`config.mk`:
```
export PLATFORM = sky130hd
export DESIGN_NAME = gbs_ram
export DESIGN_NICKNAME = d
export VERILOG_FILES = /design/src/sv/gbs_ram.sv
export SDC_FILE = /design/constraint.sdc
export NUM_CORES = 1
export LEC_CHECK = 0
export BUFFER_PORTS_ARGS = -buffer_cell sky130_fd_sc_hd__buf_2
export CAP_MARGIN = 20
export CORE_ASPECT_RATIO = 1.4
export CORE_MARGIN = 1
export CORE_UTILIZATION = 45
export DETAILED_ROUTE_END_ITERATION = 6
export PLACE_DENSITY = 0.64
export SLEW_MARGIN = 40
export SYNTH_ARGS = -nofsm -noshare
export SYNTH_HDL_FRONTEND = slang
export SYNTH_SLANG_ARGS = --single-unit
```
`constraint.sdc`:
```
create_clock -name aclk -period 3.1 [get_ports aclk]
set_input_delay 0.155 -clock aclk [delete_from_list [all_inputs] [get_ports aclk]]
set_output_delay 0.155 -clock aclk [all_outputs]
set_load 0.02 [all_outputs]
```
`src/sv/gbs_ram.sv`:
```
`timescale 1ns / 1ps
module gbs_ram #(
    parameter int WIDTH = 16,
    parameter int DEPTH = 64,
    parameter int AW    = $clog2(DEPTH)
) (
    input  logic             aclk,
    input  logic             we,
    input  logic [AW-1:0]    waddr,
    input  logic [WIDTH-1:0] wdata,
    input  logic             re,
    input  logic [AW-1:0]    raddr,
    output logic [WIDTH-1:0] rdata
);

    logic [WIDTH-1:0] mem [DEPTH];

    always_ff @(posedge aclk) begin
        if (we) begin
            mem[waddr] <= wdata;
        end
    end

    always_ff @(posedge aclk) begin
        if (re) begin
            rdata <= mem[raddr];
        end
    end

endmodule

```
After elaboration in Yosys (flattened, before gate mapping). Memory sizes are Yosys's and may differ from the RTL's. A register that Yosys moved wholly into a read port is not among the register bits. Cells that the tools add are included.

Bits in registers: 0. RAM bits: 1024. Input bits: 31. Output and inout port bits: 16. Word-level logic and storage cells: 3. Memories kept: 1.

Mux-type cells: 2.

Memory list: mem (depth 64, width 16, read ports 1, clocked after Yosys merged registers in 1, wr ports 1, RTL line 16) `logic [WIDTH-1:0] mem [DEPTH];`.

Operator list (number): two-way mux 1 bit (2).

Logic depth before layout (Yosys ltp). Gate-level depths: netlist of run 1.

Depth in word-level cells: 2. Depth in mapped cells: 10. Depth with buffers taken out: 5.

Least setup slack after synthesis of run 1. No wires, ideal clock.

Path kind: input port to flip-flop. From: input waddr[3]. To: memory mem[48][0], enable pin. Library setup time: 0.409 ns. Arrival: 1.781 ns. Required time: 2.691 ns. Path slack: 0.910 ns. Stages: 4. Buffers on the path: 1. Path through: clkbuf_1 -> nor2b_1 -> nand4b_1 -> nor3_1.

RTL lines: from (decl) (RTL line 9) `input logic [AW-1:0] waddr,`; to (decl) (RTL line 16).

Straight into the memory's write port.

==> impl_metrics.tcl, run 1 <==
set metrics [dict create \
    cts_max_path_buffers 3 \
    grt_pass1_vias 19607 \
    worst-r2r-setup-slack_ns 0.81 \
    synth_compound_area_frac 0.0240 \
    cp_slowest_cell "mux4_2" \
    drive_gt1_frac 0.285 \
    area_growth_pct 13.8 \
    grt-ovfl-total 0 \
    die_h_um 356 \
    clock-sinks 1040 \
    critPathLaunchType "register" \
    hold_end "mem[24][7]" \
    max_cap_violations 0 \
    fin_worst_skew_ns 0.0279 \
    cts.repair.resized 0 \
    drt-met1-wl_mm 36.2 \
    grt_usage 0.215 \
    p_int_uw 22900 \
    vias_per_cell 5.85 \
    r2r-start "mem[7][4]" \
    routed-wl-met2_mm 50.4 \
    pwr-share-clk 0.406 \
    cts_root_buf "clkbuf_16" \
    drc 0 \
    clkLatencyLatePin_ns 0.65 \
    initialDrtViolationCount 1940 \
    portBuffers 46 \
    peakVddDrop_v 0.000411 \
    boundaryPins 47 \
    die_w_um 255 \
    fin_ws_ns 0.810 \
    final_util 0.517 \
    grt_pass1_wl_mm 138 \
    finalHoldViolCount 0 \
    whs_path_depth 1 \
    dpl_worst_slack_ns 0.262 \
    syn-cell-area_um2 40200 \
    tns_ns 0 \
    maxSlewViolCount 0 \
    synth_top_family_by_area "multiplexers" \
    synth_fa_ha_area_frac 0 \
    hold_path_class "input port to register" \
    grt_start_max_net_pins 65 \
    top_layer_used "met5" \
    ys_async_sr_fraction 0 \
    relSlewSlack 0.440 \
    vias 19183 \
    grt_setup_unrepaired "false" \
    synth_xor_area_frac 0 \
    finalCritPeriodShare 0.739 \
    num_rows 129 \
    ant_nets 0 \
    crit_chain "mux4_2, mux2i_1, a22oi_1, a31oi_1, a311oi_1" \
    outcome "completed" \
    p_comb_frac 0.053 \
    layout_min_cycle_time_ns 2.29 \
    nNetsFinal 2055 \
    wl_per_cell_um 29.2 \
    dp_hpwl_mm 60.5 \
    wl_met3_mm 5.91 \
    globalplace.congestion 0.862 \
    cts_tree "done" \
    power_density_nw_per_um2 631 \
    reg2reg_to "rdata[4]" \
    total_power_uw 28900 \
    synth-simple-area-share 0.0264 \
    start_util 0.455 \
    reg2reg_depth 5 \
    syn_nets 1860 \
    cts_buffers 89 \
    cp-end-kind "register" \
    p_seq_frac 0.541 \
    tightest_slew_ns 0.839 \
    seq_area_frac_synth 0.777 \
    antenna_found_initial 5 \
    worstHoldStart "wdata[7]" \
    synth_edf_count 1040 \
    timing.fmax_mhz 437 \
    arrival_ns 2.68 \
    h-tree-depth 3 \
    synth_cells 1829 \
    max_stage_delay_ns 0.47 \
    path_class "register to register" \
    die-area_um2 90600 \
    p_sw_uw 5920 \
    leakage_uw 0.0145 \
    ys_seq_elements 1040 \
    setup_viol 0 \
    routed_wl_mm 95.7 \
    clk_pin_slew_ns 0.07 \
    yosys_warnings 0 \
    timing.hold.ws_ns 0.0445 \
    cp_data_required_time_ns 3.49 \
    syn_avg_cell_area_um2 22.0 \
    synth.distinct_cells 42 \
    synthFlopType "edfxtp_1" \
    switching_share 0.205 \
    coreArea_um2 88400 \
    crit_path_max_fanout 1 \
    drt-pass1-iter-count 6 \
    muxShareOfSynthArea 0.155 \
]
==> synthesized netlist by cell type, types with 24 or more instances <==
master,count,area [µm²]
nand3_1,24,120
edfxtp_1,1040,31200
a22oi_1,39,293
nor2_1,72,270
mux2_2,27,304
buf_2,36,180
nor2b_1,30,188
nand2_1,59,221
mux2i_1,85,851
clkbuf_1,24,90.1
mux4_2,220,4950
==> flip-flops by register name, indices dropped and copies added, names as in the netlist <==
register  flops
mem        1024
rdata        16
==> cell type report <==
| cell class | count | area [µm²] |
|---|---|---|
| diodes | 2 | 5.00 |
| clock buffers | 105 | 2350 |
| clock inverters | 58 | 718 |
| fillers | 6916 | 42700 |
| multi-input cells | 685 | 8260 |
| flip-flops and latches | 1040 | 31200 |
| well taps | 1179 | 1480 |
| repair buffers | 208 | 1690 |
==> cells in the final DEF (no fill, tap or decap), drive strengths merged, types with 5 or more instances in the layout <==
master	netlist	routed
nor2	74	74
a311oi	8	8
nand4	12	12
o21ai	8	8
a211oi	8	8
a21oi	17	17
nand3	24	24
mux2i	85	85
bufinv	0	16
a221o	6	6
buf	77	204
clkinv	0	33
clkbuf	27	106
a221oi	16	16
nand2	60	60
clkinvlp	0	6
a22oi	39	39
mux2	27	27
a31oi	8	8
a41oi	5	5
a211o	8	8
nor2b	30	30
edfxtp	1040	1040
a22o	6	6
and4	5	5
mux4	224	224
==> worst max-delay path, delay by kind of cell (launching register included) <==
kind	cells	cell delay, ns
flops	1	0.35
compound gates	3	0.75
mux	2	0.92
==> power groups by stage <==
| stage | logic [µW] | clock network [µW] | registers [µW] |
|---|---|---|---|
| after CTS | 1530 | 11900 | 15600 |
| after global placement | 1500 | 0 | 15900 |
| after floorplan | 806 | 0 | 15900 |
| final | 1520 | 11700 | 15600 |
| after detailed placement | 1530 | 0 | 15900 |
| after global routing | 1600 | 12400 | 15600 |
==> stage by stage <==
stage,cell area [µm²],std cells
2_1_floorplan,40200,1829
3_3_place_gp,42600,3109
3_5_place_dp,42600,3109
5_1_grt,45700,3276
6_report,45700,3277
4_1_cts,45700,3274
==> how the worst max path moves through the flow <==
stage,start,cells after the start,to,slack [ns]
6_report,mem[7][4],5,rdata[4],0.81
5_1_grt,mem[7][4],5,rdata[4],0.81
4_1_cts,mem[7][4],5,rdata[4],0.82
3_5_place_dp,raddr[0],8,rdata[10],0.26
3_3_place_gp,raddr[0],8,rdata[10],0.27
2_1_floorplan,waddr[3],4,mem[48][0],0.91
==> what timing repair did <==
item	4_1_cts	5_1_grt
hold endpoints to repair	26	4
hold buffers	2	1
setup buffers	0	0
==> per-layer routing <==
layer / GRT usage / up-vias
li1: - / 8066
met1: 0.270 / 10220
met2: 0.377 / 736
met3: 0.0291 / 157
met4: 0.0804 / 4
met5: 0 / -
==> kinds of logic (layout without fill, tap and decap cells) <==
| family | Yosys count | count (layout) |
|---|---|---|
| compound gates | 129 | 129 |
| buf+inv | 104 | 371 |
| flops | 1040 | 1040 |
| mux | 336 | 336 |
| other cells | 0 | 2 |
| simple gates | 220 | 220 |
No activity file was read; power rests on OpenSTA's default activity.
==> run 2: changes to the inputs <==
--- a/config.mk
+++ b/config.mk
@@ -11,7 +11,7 @@
 export CORE_MARGIN = 1
 export CORE_UTILIZATION = 45
 export DETAILED_ROUTE_END_ITERATION = 6
-export PLACE_DENSITY = 0.64
+export PLACE_DENSITY = 0.66
 export SLEW_MARGIN = 40
 export SYNTH_ARGS = -nofsm -noshare
 export SYNTH_HDL_FRONTEND = slang
==> constraint.sdc (replaced) <==
create_clock -name aclk -period 2.1 [get_ports aclk]
set_input_delay 0.105 -clock aclk [delete_from_list [all_inputs] [get_ports aclk]]
set_output_delay 0.105 -clock aclk [all_outputs]
set_load 0.02 [all_outputs]
==> run 2 against run 1 <==
Effect of this change:
- maximum frequency grew 11%
- setup slack got worse by 0.77 ns
- register-to-register slack lost 0.77 ns
- first-iteration DRC count down 4.7%
- critical path depth is the same
- sequential cell count stayed put
- sequential share of layout area down 1.6 points
- combinational power up 62%
==> impl_metrics.tcl, run 2 (synthesis results as in run 1) <==
set metrics [dict create \
    crit_path_max_fanout 1 \
    reg2reg_to "rdata[10]" \
    final_cell_area_um2 46800 \
    h-tree-depth 3 \
    regMostFlops "mem" \
    leakage_uw 0.0151 \
    drt-pass1-iter-count 5 \
    top_regs "mem (1024), rdata (16)" \
    timing.fmax_mhz 486 \
    p_comb_frac 0.059 \
    cp-end-kind "register" \
    hold_path_class "input port to register" \
    boundaryPins 47 \
    layout_common_cells "edfxtp_1, mux4_2, buf_4, clkbuf_16, mux2i_1" \
    dpl_cell_area_um2 43600 \
    pwr-share-clk 0.393 \
    die-area_um2 90600 \
    reg2reg_depth 5 \
    grt_setup_unrepaired "true" \
    drc 0 \
    maxSlewViolCount 0 \
    nNetsFinal 2164 \
    relSlewSlack 0.439 \
    cts_max_path_buffers 3 \
    start_util 0.455 \
    initialDrtViolationCount 1848 \
    coreArea_um2 88400 \
    dp_hpwl_mm 62.6 \
    switching_share 0.209 \
    drive_gt1_frac 0.315 \
    cts_root_buf "clkbuf_16" \
    p_seq_frac 0.549 \
    cts_tree "done" \
    die_w_um 255 \
    grt_pass1_vias 20290 \
    grt_pass1_wl_mm 139 \
    num_rows 129 \
    antenna_found_initial 4 \
    tns_ns 0 \
    hold_end "mem[22][3]" \
    critPathLaunchType "register" \
    cts_buffers 91 \
    largest_reg_flops 1024 \
    layout_min_cycle_time_ns 2.06 \
    globalplace.congestion 0.865 \
    final_common_cell "edfxtp_1" \
    grt_start_max_net_pins 65 \
    ant_nets 0 \
    vias 19412 \
    clkLatencyLatePin_ns 0.66 \
    outcome "completed" \
    clk_pin_slew_ns 0.06 \
    setup_viol 0 \
    wl_per_cell_um 28.3 \
    worstHoldStart "wdata[3]" \
    grt_usage 0.216 \
    portBuffers 46 \
    timing.hold.ws_ns 0.0279 \
    power_density_nw_per_um2 898 \
    path_class "register to register" \
    finalCritPeriodShare 0.980 \
    die_h_um 356 \
    whs_path_depth 1 \
    arrival_ns 2.47 \
    p_sw_uw 8770 \
    p_int_uw 33300 \
    r2r-start "mem[13][10]" \
    finalHoldViolCount 0 \
    worst-r2r-setup-slack_ns 0.04 \
    max_cap_violations 0 \
    cp_data_required_time_ns 2.51 \
    area_growth_pct 16.4 \
    clock-sinks 1040 \
    tightest_slew_ns 0.841 \
    fin_worst_skew_ns 0.0211 \
    peakVddDrop_v 0.000606 \
    routed_wl_mm 96.0 \
    grt-ovfl-total 0 \
    vias_per_cell 5.73 \
]
==> run 2: stage by stage <==
| stage | setup slack, ns | instances | util | total power [µW] |
|---|---|---|---|---|
| after global placement | -0.444 | 3203 | 0.493 | 25900 |
| after CTS | 0.0102 | 3382 | 0.528 | 42300 |
| after global routing | -0.0262 | 3382 | 0.529 | 43200 |
| after floorplan | 0.0372 | 1829 | - | 24700 |
| after detailed placement | -0.450 | 3205 | 0.493 | 26000 |
| final | 0.0428 | 3386 | 0.529 | 42000 |
==> run 2: worst max-delay path by stage <==
stage	depth (start not counted)	slack, ns	endpoint	start
after global routing	6	-0.03	rdata[15]	mem[6][15]
final	5	0.04	rdata[10]	mem[13][10]
after floorplan	4	0.04	mem[39][0]	waddr[5]
after global placement	7	-0.44	rdata[11]	raddr[0]
after CTS	5	0.01	rdata[10]	mem[13][10]
after detailed placement	7	-0.45	rdata[11]	raddr[0]
==> run 2: layer usage <==
metal  vias up  wire [µm]  GRT usage
li1       8309          -          -
met4         4       4130     0.0982
met3       172       4780     0.0313
met5         -         21          0
met2       631      51500      0.387
met1     10296      35500      0.258
==> run 2: power groups by stage <==
| stage | combinational, µW | sequential, µW | clock [µW] |
|---|---|---|---|
| after detailed placement | 2450 | 23500 | 0 |
| after floorplan | 1190 | 23500 | 0 |
| final | 2470 | 23100 | 16500 |
| after global placement | 2400 | 23500 | 0 |
| after CTS | 2480 | 23100 | 16700 |
| after global routing | 2600 | 23100 | 17500 |
==> run 2: what timing repair did <==
action / in CTS / in global routing
hold endpoints to repair: 363 / 0
hold buffers: 14 / 0
gates resized for setup: 3 / 12
buffers inserted: 0 / 0
pin swaps: 1 / 3
setup endpoints to repair: 3 / 9
==> run 2: worst max-delay path, cell delays in order, from the launching register on <==
cell and delay, ns:
edfxtp_1 0.37, mux4_2 0.48, mux2_4 0.29, nand2_2 0.07
nand4_1 0.32, and4_1 0.30
==> run 2: layout make-up <==
class                           count  area (µm²)
Fill cell                        6843       41700
Sequential cell                  1040       31200
Multi-Input combinational cell    685        8330
Timing Repair Buffer              315        2830
Clock buffer                      112        2440
Tap cell                         1179        1480
Clock inverter                     51         475
Antenna cell                        4        10.0
