===== src/sv/gbs_pkg.sv =====
`timescale 1ns / 1ps
package gbs_pkg;

    localparam int NUM_BOXES  = 64;
    localparam int IDX_W      = $clog2(NUM_BOXES);
    localparam int CNT_W      = IDX_W + 1;
    localparam int COORD_W    = 16;
    localparam int BOX_W      = 4 * COORD_W;
    localparam int SCORE_W    = 16;
    localparam int THR_W      = 16;
    localparam int ETA_W      = 16;
    localparam int TOPK_W     = 8;
    localparam int CFG_ADDR_W = 2;
    localparam int CFG_DATA_W = 16;

    localparam logic [THR_W-1:0] THR_HALF    = 16'd32768;
    localparam logic [ETA_W-1:0] ETA_ONE     = 16'd32768;
    localparam logic [THR_W-1:0] OVL_RESET   = 16'd29491;
    localparam logic [TOPK_W-1:0] TOPK_RESET = 8'hFF;

    localparam logic [CFG_ADDR_W-1:0] CFG_SCORE_THR = 2'd0;
    localparam logic [CFG_ADDR_W-1:0] CFG_OVL_THR   = 2'd1;
    localparam logic [CFG_ADDR_W-1:0] CFG_ETA       = 2'd2;
    localparam logic [CFG_ADDR_W-1:0] CFG_TOPK      = 2'd3;

    typedef enum logic [4:0] {
        ST_LOAD,
        ST_RANK_I,
        ST_RANK_SI,
        ST_RANK_J,
        ST_RANK_CJ,
        ST_RANK_WR,
        ST_TOPK,
        ST_SUP_ORD,
        ST_SUP_BOX,
        ST_SUP_LATCH,
        ST_CMP_LIST,
        ST_CMP_BOX,
        ST_CMP_START,
        ST_CMP_WAIT,
        ST_KEEP,
        ST_EMIT_RD,
        ST_EMIT_SHOW,
        ST_EMIT_WAIT
    } gbs_state_t;

    typedef struct packed {
        logic             start;
        logic [BOX_W-1:0] box_a;
        logic [BOX_W-1:0] box_b;
        logic [THR_W-1:0] thr;
    } gbs_iou_req_t;

    typedef struct packed {
        logic done;
        logic keep_ok;
    } gbs_iou_rsp_t;

endpackage


===== src/sv/gbs_iou.sv =====
`timescale 1ns / 1ps
module gbs_iou (
    input  logic                 aclk,
    input  logic                 aresetn,
    input  gbs_pkg::gbs_iou_req_t req,
    output gbs_pkg::gbs_iou_rsp_t rsp
);
    import gbs_pkg::*;

    logic signed [COORD_W-1:0] ax0, ay0, ax1, ay1, bx0, by0, bx1, by1;
    logic signed [COORD_W-1:0] lx, ly, hx, hy;
    logic signed [COORD_W:0]   dx, dy, aw, ah, bw, bh;

    logic [COORD_W-1:0] dx1_reg, dy1_reg, aw1_reg, ah1_reg, bw1_reg, bh1_reg;
    logic               ok1_reg, ok2_reg, ok3_reg, ok4_reg;
    logic [THR_W-1:0]   thr1_reg, thr2_reg, thr3_reg;
    logic [31:0]        inter2_reg, area_a2_reg, area_b2_reg, inter3_reg;
    logic [33:0]        uni3_reg;
    logic [47:0]        lhs4_reg;
    logic [49:0]        prod4_reg;
    logic [3:0]         vld_reg;
    logic               done_reg, keep_ok_reg;

    always_comb begin
        ax0 = req.box_a[15:0];
        ay0 = req.box_a[31:16];
        ax1 = req.box_a[47:32];
        ay1 = req.box_a[63:48];
        bx0 = req.box_b[15:0];
        by0 = req.box_b[31:16];
        bx1 = req.box_b[47:32];
        by1 = req.box_b[63:48];
        lx  = (ax0 > bx0) ? ax0 : bx0;
        ly  = (ay0 > by0) ? ay0 : by0;
        hx  = (ax1 < bx1) ? ax1 : bx1;
        hy  = (ay1 < by1) ? ay1 : by1;
        dx  = 17'(hx) - 17'(lx);
        dy  = 17'(hy) - 17'(ly);
        aw  = 17'(ax1) - 17'(ax0);
        ah  = 17'(ay1) - 17'(ay0);
        bw  = 17'(bx1) - 17'(bx0);
        bh  = 17'(by1) - 17'(by0);
    end

    always_ff @(posedge aclk) begin
        if (!aresetn) begin
            vld_reg  <= '0;
            done_reg <= 1'b0;
        end else begin
            vld_reg  <= {vld_reg[2:0], req.start};
            done_reg <= vld_reg[3];
        end
    end

    always_ff @(posedge aclk) begin
        // stage 1: overlap extents and box sides
        ok1_reg  <= (dx > 0) && (dy > 0);
        dx1_reg  <= dx[15:0];
        dy1_reg  <= dy[15:0];
        aw1_reg  <= (aw[16] || ah[16]) ? '0 : aw[15:0];
        ah1_reg  <= (aw[16] || ah[16]) ? '0 : ah[15:0];
        bw1_reg  <= (bw[16] || bh[16]) ? '0 : bw[15:0];
        bh1_reg  <= (bw[16] || bh[16]) ? '0 : bh[15:0];
        thr1_reg <= req.thr;
        // stage 2: products
        ok2_reg     <= ok1_reg;
        inter2_reg  <= ok1_reg ? dx1_reg * dy1_reg : '0;
        area_a2_reg <= aw1_reg * ah1_reg;
        area_b2_reg <= bw1_reg * bh1_reg;
        thr2_reg    <= thr1_reg;
        // stage 3: union
        ok3_reg    <= ok2_reg;
        uni3_reg   <= 34'(area_a2_reg) + 34'(area_b2_reg) - 34'(inter2_reg);
        inter3_reg <= inter2_reg;
        thr3_reg   <= thr2_reg;
        // stage 4: cross-multiplied terms
        ok4_reg   <= ok3_reg;
        lhs4_reg  <= {inter3_reg, 16'd0};
        prod4_reg <= thr3_reg * uni3_reg;
        // stage 5: compare
        keep_ok_reg <= !ok4_reg || (50'(lhs4_reg) <= prod4_reg);
    end

    assign rsp.done    = done_reg;
    assign rsp.keep_ok = keep_ok_reg;

endmodule


===== config.mk =====
export PLATFORM = sky130hd
export DESIGN_NAME = gbs_iou
export DESIGN_NICKNAME = d
export VERILOG_FILES = /design/src/sv/gbs_pkg.sv /design/src/sv/gbs_iou.sv
export SDC_FILE = /design/constraint.sdc
export NUM_CORES = 2
export LEC_CHECK = 0
export BUFFER_PORTS_ARGS = -buffer_cell sky130_fd_sc_hd__clkbuf_2
export CAP_MARGIN = 20
export CORE_MARGIN = 10
export CORE_UTILIZATION = 55
export DETAILED_ROUTE_END_ITERATION = 10
export GPL_TIMING_DRIVEN = 0
export PLACE_DENSITY = 0.7
export SYNTH_ARGS = -nofsm -noshare
export SYNTH_HDL_FRONTEND = slang
export SYNTH_SLANG_ARGS = --single-unit

===== constraint.sdc =====
create_clock -name aclk -period 5.9 [get_ports aclk]
set_clock_uncertainty 0.05 [all_clocks]
set_input_delay 0.59 -clock aclk [delete_from_list [all_inputs] [get_ports aclk]]
set_output_delay 0.59 -clock aclk [all_outputs]
set_load 0.1 [all_outputs]

; Word-level counts from Yosys, hierarchy flattened
; Index checks and enable logic that the tools add are counted.
[totals]
register_bits = 398
inputBits = 147
[classes]
add_sub_neg = 8
mul = 4
magnitude_cmp = 7
n_mux = 4
reduce_logical = 5
[op_table]
columns = operator, n
row1 = 16-bit by 16-bit subtractor with 17-bit output, 6
row2 = 16-bit by 16-bit multiplier with 32-bit output, 3
row3 = 16-bit two-way mux, 4
row4 = 48-bit by 50-bit <= comparator with 1-bit output, 1
row5 = 16-bit by 34-bit multiplier with 50-bit output, 1
row6 = "17-bit by 1-bit greater-than comparator with 1-bit output, second input constant", 2
row7 = 33-bit by 32-bit subtractor with 34-bit output, 1
row8 = 32-bit by 32-bit adder with 33-bit output, 1
row9 = 16-bit greater-than comparator, 2
row10 = 16-bit < comparator, 2
row11 = 1-bit logical OR, 3
row12 = 1-bit logical AND, 1
row13 = 1-bit zero test, 1

; Logic depth before layout (Yosys ltp)
[depth]
word_depth = 5
ltp_mapped = 26
ltp_nobuf = 25

; Worst setup path before layout
; Ideal clock, no wire load.
[synth_path]
kind = reg2reg
from = register uni3_reg[10]
to = register prod4_reg[49]
setup_time_ns = 0.126
arrival_ns = 6.282
required_time_ns = 5.724
slack_ns = -0.558
path_stages_with_launch = 20
period_less_slack_ns = 6.458
cell_sequence = dfxtp_1 > clkbuf_1 > nand2_1 > fa_1 > fa_1 > fa_1 > fa_1 > inv_1 > fa_1 > fa_1 > ha_1 > and3_1 > o21ai_0 > o21a_1 > o41a_1 > o21ai_2 > a21boi_2 > o41a_2 > o41ai_2 > xnor2_1
[synth_via]
elab_chain_cells = 1
[synth_rtl]
columns = item, line_no
row1 = start: declaration, gbs_iou.sv:18  ; logic [33:0] uni3_reg;
row2 = start signal: assignment, gbs_iou.sv:73  ; uni3_reg <= 34'(area_a2_reg) + 34'(area_b2_reg) - 34'(inter2_reg);
row3 = 16-bit by 34-bit multiplier with 50-bit output, gbs_iou.sv:79  ; prod4_reg <= thr3_reg * uni3_reg;
row4 = end signal: assignment, gbs_iou.sv:79
row5 = end: declaration, gbs_iou.sv:20  ; logic [49:0] prod4_reg;
; Every way passes these cells.
; A chain may end at the register's enable or synchronous reset.

; Worst setup path after layout
[layout_path]
from = register thr3_reg[12]
to = register prod4_reg[46]
[layout_via]
elab_chain_cells = 1
[layout_rtl]
columns = item, line_no
row1 = start: declaration, gbs_iou.sv:16  ; logic [THR_W-1:0] thr1_reg, thr2_reg, thr3_reg;
row2 = start signal: assignment, gbs_iou.sv:75  ; thr3_reg <= thr2_reg;
row3 = 16-bit by 34-bit multiplier with 50-bit output, gbs_iou.sv:79
; Every way passes these cells.

==> impl_metrics.toml <==
[critical_path]
cp_common_cell = "fa_1"
r2r-start = "thr3_reg[12]"
crit_path_end_kind = "flip-flop"
path_cells = "clkbuf_16 > buf_4 > nand2_1 > fa_1 > inv_1 > fa_1 > fa_1 > fa_1 > fa_1 > inv_1 > fa_1 > inv_1 > ha_4 > nand4_1 > buf_4 > o41ai_4 > a21oi_4 > or4_4 > a211oi_4 > a221oi_2 > xnor2_1"
critical_path_class = "reg -> reg"
arrival_ns = 7.06
crit_fanout = 9
critPathBufInv = 6
critPathTopFamily = "adder cells"
startpoint_type = "flip-flop"
startpoint = "thr3_reg[12]"
crit_slowest_cell = "fa_1"
critPathMaxStageDelay_ns = 0.61
cp.required_ns = 6.37

[synth]
ys_seq_area_frac = 0.130
syn_nets = 8729
synth-edff-count = 0
ys_seq_elements = 398
syn-instance-count = 6859
ys.warnings.count = 0
synthFlopType = "dfxtp_1"
synthArstFlopShare = 0
netlist_area_um2 = 61100
syn_avg_cell_area_um2 = 8.91
yosysUniqueCellTypes = 80

[global_route]
grt.overflow.total = 0
grt_pass1_vias = 52600
grt_pass1_wl_mm = 297
grt_usage = 0.303
antenna_found_initial = 8
grt_max_degree = 15

[sta]
setup_viol = 43
fin_crit_ns = 6.59
finalCritPeriodShare = 1.12
slew_headroom = 0.418
drv_slew = 0
worst_pin_slew_ns = 0.860
rsz0062_at_grt = "yes"
max_freq_mhz = 152
hold_viol_final = 0
setup_slack_ns = -0.689

[final_layout]
nFillCells = 8640
area_growth_pct = 20.5
largest_reg_flops = 50
fin_nets = 9247
final_cell_area_um2 = 73600
postLayoutCoreUtil = 0.666
drive_above_1_share = 0.178

[placed_design]
io_buffers = 148
place_area_um2 = 64200
gp_congestion = 0.964
dp_hpwl_mm = 149

[die]
initial_core_util = 0.553
fp.coreArea_um2 = 111000
die-area_um2 = 125000
io_pins = 149
rows = 122
die_w_um = 353
die_h_um = 353

[hold_path]
hold_start = "req[144]"
hp-class = "in -> reg"

[clock_tree]
clock_sinks = 398
clk_pin_slew_worst_paths_ns = 0.06
clk_latency_ns = 0.66
numCtsBuffers = 51
cts_root_buf = "clkbuf_16"
cts_max_level = 2
cts_max_path_buffers = 3
cts_tree = "built"

[route]
final_antenna_net_count = 0
route.detailed.drc = 0
routed_via_density = 5.54
drt_pass1_iterations = 5
vias = 49300
drt-wirelength-per-cell_um = 21.4
drt_iter0_drc = 3371
drt-total-wl_mm = 191

[run_status]
failed_checks = "setup timing"
status = "finished, violations left"

[job]
cap_violations = 0
-- area by class of cell --
class | instances | area (µm²) | share of cell area
Multi-Input combinational cell | 4716 | 49000 | 0.666
Sequential cell | 398 | 8410 | 0.114
Inverter | 1512 | 5680 | 0.0772
Timing Repair Buffer | 480 | 3630 | 0.0494
Buffer | 218 | 3260 | 0.0443
Tap cell | 1488 | 1860 | 0.0253
Clock buffer | 60 | 1380 | 0.0188
Clock inverter | 32 | 377 | 0.00512
Antenna cell | 3 | 7.51 | 0.000102
-- routing by layer --
metal | global-route usage | wire (µm) | up-vias
li1 | - | - | 22100
met1 | 0.376 | 73500 | 24400
met2 | 0.500 | 88800 | 2201
met3 | 0.0613 | 16500 | 586
met4 | 0.156 | 12100 | 10
met5 | 0 | 69 | -
-- path summary, 6_finish.rpt --
path | to | slack, ns | cells past startpoint
hold reg to reg | thr3_reg[4] | 0.27 | 0
setup / recovery | prod4_reg[46] | -0.69 | 21
hold / removal | vld_reg[0] | 0.11 | 2
setup reg to reg | prod4_reg[46] | -0.69 | 21
-- Yosys cell counts (16+ instances only) --
cell type | instances | share of area
mux2_2 | 16 | 0.0029
o211ai_1 | 31 | 0.0038
a31oi_1 | 21 | 0.0022
a21oi_1 | 187 | 0.015
o21a_1 | 31 | 0.0038
xnor2_1 | 150 | 0.022
nor3_1 | 71 | 0.0058
ha_1 | 657 | 0.13
mux2i_1 | 35 | 0.0057
o21bai_1 | 32 | 0.0039
inv_1 | 1511 | 0.093
nor2b_1 | 55 | 0.0056
nand3_1 | 56 | 0.0046
fa_1 | 1066 | 0.35
nand2b_1 | 42 | 0.0043
nor2_1 | 160 | 0.0098
nand4_1 | 27 | 0.0028
a211oi_1 | 24 | 0.0029
a21o_1 | 159 | 0.020
o21ai_0 | 121 | 0.0099
and3_1 | 18 | 0.0018
xor2_1 | 61 | 0.0087
o2111ai_1 | 19 | 0.0027
clkbuf_1 | 225 | 0.014
dfxtp_1 | 398 | 0.13
and2_1 | 521 | 0.053
nand2_1 | 937 | 0.058
a221oi_1 | 24 | 0.0034
or3_1 | 24 | 0.0025
a21boi_0 | 17 | 0.0021
-- through the flow --
stage | setup WS, ns | TNS (ns) | hold WS (ns) | std cells
after global placement | -1.83 | -68.62 | 0.260 | 8495
after CTS | -0.552 | -9.04 | 0.0757 | 8825
after detailed placement | -1.85 | -72.20 | 0.262 | 8496
after floorplan | -0.0600 | -0.148 | 0.260 | 6859
after global routing | -0.807 | -19.99 | 0.0982 | 8904
final | -0.689 | -12.94 | 0.106 | 8907
-- layout by cell type (no fill, tap or decap), drive strengths merged, types with 31 or more instances in the layout --
| cell type | netlist | routed |
|---|---|---|
| and2 | 521 | 521 |
| o21a | 31 | 31 |
| fa | 1066 | 1066 |
| o21bai | 32 | 32 |
| a21oi | 190 | 190 |
| o21ai | 123 | 123 |
| nor3 | 71 | 71 |
| a21o | 159 | 159 |
| nand3 | 56 | 56 |
| clkbuf | 225 | 401 |
| o211ai | 31 | 31 |
| buf | 8 | 341 |
| xor2 | 61 | 61 |
| inv | 1512 | 1524 |
| nand2b | 42 | 42 |
| nand2 | 937 | 937 |
| ha | 657 | 657 |
| mux2i | 35 | 35 |
| xnor2 | 150 | 150 |
| nor2b | 55 | 55 |
| dfxtp | 398 | 398 |
| nor2 | 160 | 160 |
-- kinds of logic after synthesis --
group	share of synthesized area
adder cells (fa/ha/maj)	0.484
AND/OR/NAND/NOR	0.155
AO/OA/AOI/OAI	0.0848
flip-flops	0.130
multiplexers	0.00868
buffers and inverters	0.107
XOR/XNOR	0.0303
-- timing repair --
| action | in CTS | in global routing |
|---|---|---|
| gates cloned | 3 | 3 |
| hold buffers | 16 | 0 |
| setup endpoints to repair | 91 | 65 |
| pin swaps | 211 | 189 |
| resized for setup | 959 | 302 |
| setup buffers | 229 | 95 |
| endpoints found under the hold margin | 16 | 0 |
Power is not shown: default switching activity piles up to over one toggle a cycle in this logic, so the estimate is an artifact.
